**src/sv/crp_pkg.sv**
```systemverilog
package crp_pkg;

  localparam int unsigned ColorRegs      = 256;
  localparam int unsigned PaletteEntries = 16;

  localparam int unsigned IdxW   = 9;
  localparam int unsigned CompW  = 16;
  localparam int unsigned LenW   = 4;
  localparam int unsigned OffW   = 5;
  localparam int unsigned PixW   = 32;
  localparam int unsigned PalIdxW = 4;
  localparam int unsigned NumComp = 4;

  localparam int unsigned CfgIdxW  = 3;
  localparam int unsigned CfgDataW = 20;

  localparam int unsigned InDataW  = 80;
  localparam int unsigned OutDataW = 104;

  // luma weights, sum of weights is 256
  localparam logic [6:0] LumaR = 7'd77;
  localparam logic [7:0] LumaG = 8'd151;
  localparam logic [4:0] LumaB = 5'd28;

  localparam logic [31:0] RoundBias   = 32'h0000_7FFF;
  localparam logic [LenW-1:0] DirectLen = 4'd8;

  localparam logic [5:0] Depth16 = 6'd16;
  localparam logic [5:0] Depth24 = 6'd24;
  localparam logic [5:0] Depth32 = 6'd32;

  typedef enum logic [1:0] {
    VisTrue   = 2'd0,
    VisPseudo = 2'd1,
    VisDirect = 2'd2,
    VisOther  = 2'd3
  } visual_e;

  typedef enum logic [CfgIdxW-1:0] {
    CfgGrayMode = 3'd0,
    CfgVisual   = 3'd1,
    CfgDepth    = 3'd2,
    CfgLengths  = 3'd3,
    CfgOffsets  = 3'd4
  } cfg_idx_e;

  typedef struct packed {
    logic                valid;
    logic                reject;
    logic [PalIdxW-1:0]  pal_idx;
  } stage_ctl_t;

endpackage

```
**src/sv/crp_round.sv**
```systemverilog
module crp_round (
  input  logic [crp_pkg::CompW-1:0] comp_i,
  input  logic [crp_pkg::LenW-1:0]  len_i,
  input  crp_pkg::visual_e          visual_i,
  output logic [crp_pkg::CompW-1:0] comp_o
);
  import crp_pkg::*;

  logic [LenW-1:0] width;
  logic [31:0]     scaled;

  always_comb begin
    case (visual_i)
      VisTrue, VisPseudo: width = len_i;
      VisDirect:          width = DirectLen;
      default:            width = len_i;
    endcase
  end

  // ((v << w) + 0x7FFF - v) >> 16, never negative
  assign scaled = (32'(comp_i) << width) + RoundBias - 32'(comp_i);

  always_comb begin
    case (visual_i)
      VisTrue, VisPseudo, VisDirect: comp_o = scaled[31:16];
      default:                       comp_o = comp_i;
    endcase
  end

endmodule

```
**src/sv/color_register_pack_top.sv**
```systemverilog
// Colour register conversion and palette word packing.
// An accepted input transaction goes through the stage 1, 2 and 3 registers and the output register to m_axis.
// Throughput: one transaction per cycle; every stage advances together and
// holds while the output register is full and m_axis_tready is low.
// Reset (rst_ni low, asynchronous): pipeline empties, configuration returns to
// gray off, pseudocolor, depth 1, lengths 0x111, offsets 0.
module color_register_pack_top (
  input  logic                          clk_i,
  input  logic                          rst_ni,
  input  logic                          cfg_we_i,
  input  logic [crp_pkg::CfgIdxW-1:0]   cfg_index_i,
  input  logic [crp_pkg::CfgDataW-1:0]  cfg_data_i,
  input  logic                          s_axis_tvalid,
  output logic                          s_axis_tready,
  // reg_index[8:0], red_in[24:9], green_in[40:25], blue_in[56:41], transp_in[72:57]
  input  logic [crp_pkg::InDataW-1:0]   s_axis_tdata,
  output logic                          m_axis_tvalid,
  input  logic                          m_axis_tready,
  // status[0], palette_write[1], palette_index[5:2], palette_value[37:6],
  // red_out[53:38], green_out[69:54], blue_out[85:70], transp_out[101:86]
  output logic [crp_pkg::OutDataW-1:0]  m_axis_tdata
);
  import crp_pkg::*;

  logic                gray_q;
  visual_e             visual_q;
  logic [5:0]          depth_q;
  logic [15:0]         lengths_q;
  logic [19:0]         offsets_q;

  always_ff @(posedge clk_i or negedge rst_ni) begin
    if (!rst_ni) begin
      gray_q    <= 1'b0;
      visual_q  <= VisPseudo;
      depth_q   <= 6'd1;
      lengths_q <= 16'd273;
      offsets_q <= 20'd0;
    end else if (cfg_we_i) begin
      case (cfg_idx_e'(cfg_index_i))
        CfgGrayMode: gray_q    <= cfg_data_i[0];
        CfgVisual:   visual_q  <= visual_e'(cfg_data_i[1:0]);
        CfgDepth:    depth_q   <= cfg_data_i[5:0];
        CfgLengths:  lengths_q <= cfg_data_i[15:0];
        CfgOffsets:  offsets_q <= cfg_data_i[19:0];
        default: ;
      endcase
    end
  end

  logic advance;
  logic out_valid_q;

  assign advance       = !out_valid_q || m_axis_tready;
  assign s_axis_tready = advance;

  // stage 1: capture, range checks, luma products
  logic [IdxW-1:0]  in_idx;
  logic [CompW-1:0] in_comp [NumComp];
  logic             in_reject;

  assign in_idx = s_axis_tdata[IdxW-1:0];
  for (genvar i = 0; i < NumComp; i++) begin : g_in
    assign in_comp[i] = s_axis_tdata[IdxW + CompW*i +: CompW];
  end
  assign in_reject = (in_idx >= IdxW'(ColorRegs)) ||
                     ((visual_q == VisTrue) && (in_idx >= IdxW'(PaletteEntries)));

  stage_ctl_t       s1_q, s1_d;
  logic [CompW-1:0] c1_q [NumComp];
  logic [22:0]      pr1_q;
  logic [23:0]      pg1_q;
  logic [20:0]      pb1_q;

  assign s1_d.valid   = s_axis_tvalid;
  assign s1_d.reject  = in_reject;
  assign s1_d.pal_idx = in_idx[PalIdxW-1:0];

  always_ff @(posedge clk_i or negedge rst_ni) begin
    if (!rst_ni) begin
      s1_q <= '0;
    end else if (advance) begin
      s1_q <= s1_d;
    end
  end

  always_ff @(posedge clk_i) begin
    if (advance) begin
      c1_q  <= in_comp;
      pr1_q <= 23'(in_comp[0]) * 23'(LumaR);
      pg1_q <= 24'(in_comp[1]) * 24'(LumaG);
      pb1_q <= 21'(in_comp[2]) * 21'(LumaB);
    end
  end

  // stage 2: luma sum and component select
  logic [23:0]      luma_sum;
  logic [CompW-1:0] c2_d [NumComp];
  logic [CompW-1:0] c2_q [NumComp];
  stage_ctl_t       s2_q;

  assign luma_sum = 24'(pr1_q) + pg1_q + 24'(pb1_q);

  always_comb begin
    c2_d = c1_q;
    if (gray_q) begin
      c2_d[0] = luma_sum[23:8];
      c2_d[1] = luma_sum[23:8];
      c2_d[2] = luma_sum[23:8];
    end
  end

  always_ff @(posedge clk_i or negedge rst_ni) begin
    if (!rst_ni) begin
      s2_q <= '0;
    end else if (advance) begin
      s2_q <= s1_q;
    end
  end

  always_ff @(posedge clk_i) begin
    if (advance) begin
      c2_q <= c2_d;
    end
  end

  // stage 3: rounding to hardware widths (the other visual passes components through)
  logic [CompW-1:0] c3_d [NumComp];
  logic [CompW-1:0] c3_q [NumComp];
  stage_ctl_t       s3_q;

  for (genvar i = 0; i < NumComp; i++) begin : g_round
    crp_round u_round (
      .comp_i   (c2_q[i]),
      .len_i    (lengths_q[LenW*i +: LenW]),
      .visual_i (visual_q),
      .comp_o   (c3_d[i])
    );
  end

  always_ff @(posedge clk_i or negedge rst_ni) begin
    if (!rst_ni) begin
      s3_q <= '0;
    end else if (advance) begin
      s3_q <= s2_q;
    end
  end

  always_ff @(posedge clk_i) begin
    if (advance) begin
      c3_q <= c3_d;
    end
  end

  // stage 4: packing into the output register
  logic [PixW-1:0]    packed_word;
  logic               depth_ok;
  logic               status_d, pal_wr_d;
  logic [PalIdxW-1:0] pal_idx_d;
  logic [PixW-1:0]    pal_val_d;
  logic [CompW-1:0]   comp_out_d [NumComp];

  always_comb begin
    packed_word = '0;
    for (int i = 0; i < NumComp; i++) begin
      packed_word = packed_word | (PixW'(c3_q[i]) << offsets_q[OffW*i +: OffW]);
    end
  end

  assign depth_ok = (depth_q == Depth16) || (depth_q == Depth24) || (depth_q == Depth32);

  always_comb begin
    status_d   = s3_q.reject;
    pal_wr_d   = 1'b0;
    pal_idx_d  = '0;
    pal_val_d  = '0;
    comp_out_d = c3_q;
    if (s3_q.reject) begin
      for (int i = 0; i < NumComp; i++) begin
        comp_out_d[i] = '0;
      end
    end else if (visual_q == VisTrue) begin
      pal_val_d = packed_word;
      if (depth_ok) begin
        pal_wr_d  = 1'b1;
        pal_idx_d = s3_q.pal_idx;
      end
    end
  end

  logic               status_q, pal_wr_q;
  logic [PalIdxW-1:0] pal_idx_q;
  logic [PixW-1:0]    pal_val_q;
  logic [CompW-1:0]   comp_out_q [NumComp];

  always_ff @(posedge clk_i or negedge rst_ni) begin
    if (!rst_ni) begin
      out_valid_q <= 1'b0;
    end else if (advance) begin
      out_valid_q <= s3_q.valid;
    end
  end

  always_ff @(posedge clk_i) begin
    if (advance) begin
      status_q   <= status_d;
      pal_wr_q   <= pal_wr_d;
      pal_idx_q  <= pal_idx_d;
      pal_val_q  <= pal_val_d;
      comp_out_q <= comp_out_d;
    end
  end

  assign m_axis_tvalid = out_valid_q;
  assign m_axis_tdata  = {2'b00, comp_out_q[3], comp_out_q[2], comp_out_q[1], comp_out_q[0],
                          pal_val_q, pal_idx_q, pal_wr_q, status_q};

endmodule
```
**config.mk**
```make
export PLATFORM = sky130hd
export DESIGN_NAME = color_register_pack_top
export DESIGN_NICKNAME = d
export VERILOG_FILES = /design/src/sv/crp_pkg.sv /design/src/sv/crp_round.sv /design/src/sv/color_register_pack_top.sv
export SDC_FILE = /design/constraint.sdc
export NUM_CORES = 2
export LEC_CHECK = 0
export BUFFER_PORTS_ARGS = -buffer_cell sky130_fd_sc_hd__buf_2
export CORE_ASPECT_RATIO = 0.75
export CORE_UTILIZATION = 60
export DETAILED_ROUTE_END_ITERATION = 16
export PLACE_DENSITY = 0.76
export SYNTH_ARGS = -nofsm -noshare
export SYNTH_HDL_FRONTEND = slang
export SYNTH_SLANG_ARGS = --single-unit
```
**constraint.sdc**
```tcl
create_clock -name clk_i -period 12.9 [get_ports clk_i]
set_input_delay 0.645 -clock clk_i [delete_from_list [all_inputs] [get_ports clk_i]]
set_output_delay 0.645 -clock clk_i [all_outputs]
set_load 0.05 [all_outputs]
```
==> out/qor.csv <==
metric,value,unit
clk_latency,590,ps
antenna_found_initial,4,
synth_xor_xnor_area_share,2.89,%
dieWidth,278,um
via_per_inst,6.03,
finalClockSkew,22.0,ps
rows,75,
critPathMaxStageDelay,840,ps
synth.most_common_cell,inv_1,
finalHoldViolCount,0,
track_usage,31.5,%
fmax,0.155,GHz
drive_gt1_share,11.5,%
yosys-top-cells-count,"inv_1, nand2_1, edfxtp_1, ha_1, a21oi_1",
ys_warn_count,0,
ys_dominant_reg_cell,edfxtp_1,
worstReg2RegStart,visual_q[0]$_DFFE_PN1P_,
drt-pass1-iter-count,9,
cts_sinks,420,
fin_area,0.0371,mm^2
grt_pass1_wl,144,mm
period_share,50.1,%
synth_mux_area_share,8.01,%
wl,91.1,mm
initial_core_util,61.0,%
async_reset_ff_share,15.2,%
ys_seq_elements,420,
post-place-ws,6590,ps
die_h,209,um
final_max_slew_viol_count,0,
syn_area,0.0342,mm^2
crit_chain,"nand2b_4, and2_1, nor2_1, a21oi_1, nor2_1, a31oi_1, mux2i_1, and2_1, ha_1, ha_1, a2111oi_0, a21oi_1, o2111ai_1, a21oi_1, mux2_2, o21bai_1, a41oi_1, a41oi_1, mux2i_1, o211ai_1",
num_vias,27200,
r2r_slack,6440,ps
ctsResizeCount,0,
fp.dieArea,0.0580,mm^2
ctsHoldBuffers,0,
cp_slowest_cell,and2_1,
post_cts_buffers,0,
drt_iter0_drc,3116,
synth_compound_area_share,15.3,%
syn_inst,3620,
yosys.area.top_type,edfxtp_1,
finalWeightedCongestion,1.06,
finalWorstSetupSlack,6440,ps
clk_pin_slew,70,ps
overflow,0,
tightestPinTransition,1060,ps
rsz0062_at_grt,no,
relSlewSlack,29.0,%
setup_viol,0,
synth_area_leaders,"edfxtp_1, ha_1, fa_1",
synth-adder-area-share,18.2,%
endpoint_kind,register,
placed_area,0.0356,mm^2
worst-path-max-fanout,48,
grt_max_degree,104,
synthSimpleGateAreaFrac,13.2,%
io-pin-count,214,
cts_tree,done,
root_buffer,clkbuf_16,
grt_pass1_vias,25900,
crit_path_start_kind,register,
setup-tns-final,0,ps
critical_path_arrival,6750,ps
whs,174,ps
drc,0,
coreArea,0.0561,mm^2
syn2layout_area_growth,8.40,%
ys_seq_area_share,36.0,%
synth_top_family_by_area,adder cells,
cts_buffers,43,
crit_type,reg -> reg,
yosysTopAreaCellShare,31.3,%
layout.nets,4278,
place_hpwl,70.3,mm
synth_cell_types,90,
outcome,finished clean,
h-tree-depth,2,
cts_buffer_depth,3,
synth_edf_count,356,
antenna_left,0,
avgSynthCellArea,9.45,um^2
r2r-end,c3_q[44]$_DFFE_PP_,
avgRoutedWirePerCell,20.2,um
max_cap_violations,0,
ff2ff_path_depth,20,
cpMostUsedCell,a21oi_1,
fin_crit,6460,ps
io_buffers,204,
hold_class,in -> async,
crit_required,13190,ps
cp_top_family,compound AO/OA/AOI/OAI gates,
cp.buffers_inverters,0,
-- per-stage QoR --
stage	instances	util, %
2_1_floorplan	3621	-
3_3_place_gp	4417	63.5
3_5_place_dp	4417	63.5
4_1_cts	4496	66.1
5_1_grt	4499	66.1
6_report	4500	66.1
-- worst max path at each step --
| stage | cells past startpoint | to | slack (ps) | from |
|---|---|---|---|---|
| detailed placement | 20 | c3_q[44]$_DFFE_PP_ | 6590 | visual_q[0]$_DFFE_PN1P_ |
| floorplan | 3 | c1_q[0]$_DFFE_PP_ | 950 | m_axis_tvalid$_DFFE_PN0P_ |
| finish | 20 | c3_q[44]$_DFFE_PP_ | 6440 | visual_q[0]$_DFFE_PN1P_ |
| global placement | 20 | c3_q[44]$_DFFE_PP_ | 6680 | visual_q[0]$_DFFE_PN1P_ |
| CTS | 20 | c3_q[44]$_DFFE_PP_ | 6560 | visual_q[0]$_DFFE_PN1P_ |
| global route | 20 | c3_q[44]$_DFFE_PP_ | 5870 | visual_q[0]$_DFFE_PN1P_ |
-- cells by family after synthesis --
group / count (synthesis)
compound gates: 853
fa+ha+maj: 439
simple gates: 984
flops: 420
mux: 246
other cells: 1
buf+inv: 565
xor+xnor: 112
-- state kept, by name, indices dropped and copies added (netlist names), 18 cells and up --
register      cells
c1_q             64
c2_q             64
c3_q             64
m_axis_tdata     64
pal_val_q        32
pg1_q            23
pr1_q            21
offsets_q        20
pb1_q            18
-- routing by layer --
| layer | vias up | part of all wire (%) | track usage [%] |
|---|---|---|---|
| li1 | 13000 | - | - |
| met2 | 1176 | 42 | 47.0 |
| met5 | - | 0.014 | 0 |
| met4 | 2 | 3.2 | 9.77 |
| met1 | 12700 | 45 | 46.4 |
| met3 | 211 | 9.0 | 5.99 |
-- cell usage in the layout, fill, tap and decap left out, drive strengths merged, types with 94 or more instances in the layout --
cell and instances:
inv 411, nand2 361, edfxtp 356, ha 342, a21oi 286, nor2 266
buf 220, o21ai 214, mux2i 158, fa 97, nor2b 94
-- layout make-up --
type	instances	area, um^2
fillers	4531	19000
well taps	731	915
flip-flops and latches	420	12300
inverters	410	1550
repair buffers	220	1140
clock buffers	49	1100
multi-input cells	2636	19700
clock inverters	30	329
diodes	4	10.0
-- worst reg2reg max path, stage by stage (launching register included) --
cell and delay, ps:
dfstp_2 630, nand2b_4 550, and2_1 890, nor2_1 90, a21oi_1 190, nor2_1 60
a31oi_1 330, mux2i_1 140, and2_1 190, ha_1 270, ha_1 280, a2111oi_0 390
a21oi_1 130, o2111ai_1 340, a21oi_1 120, mux2_2 280, o21bai_1 270, a41oi_1 290
a41oi_1 390, mux2i_1 210, o211ai_1 110
Power is left out: the tool's default activity adds up to more than one toggle a clock period on the data nets, which glitch-free logic cannot reach.
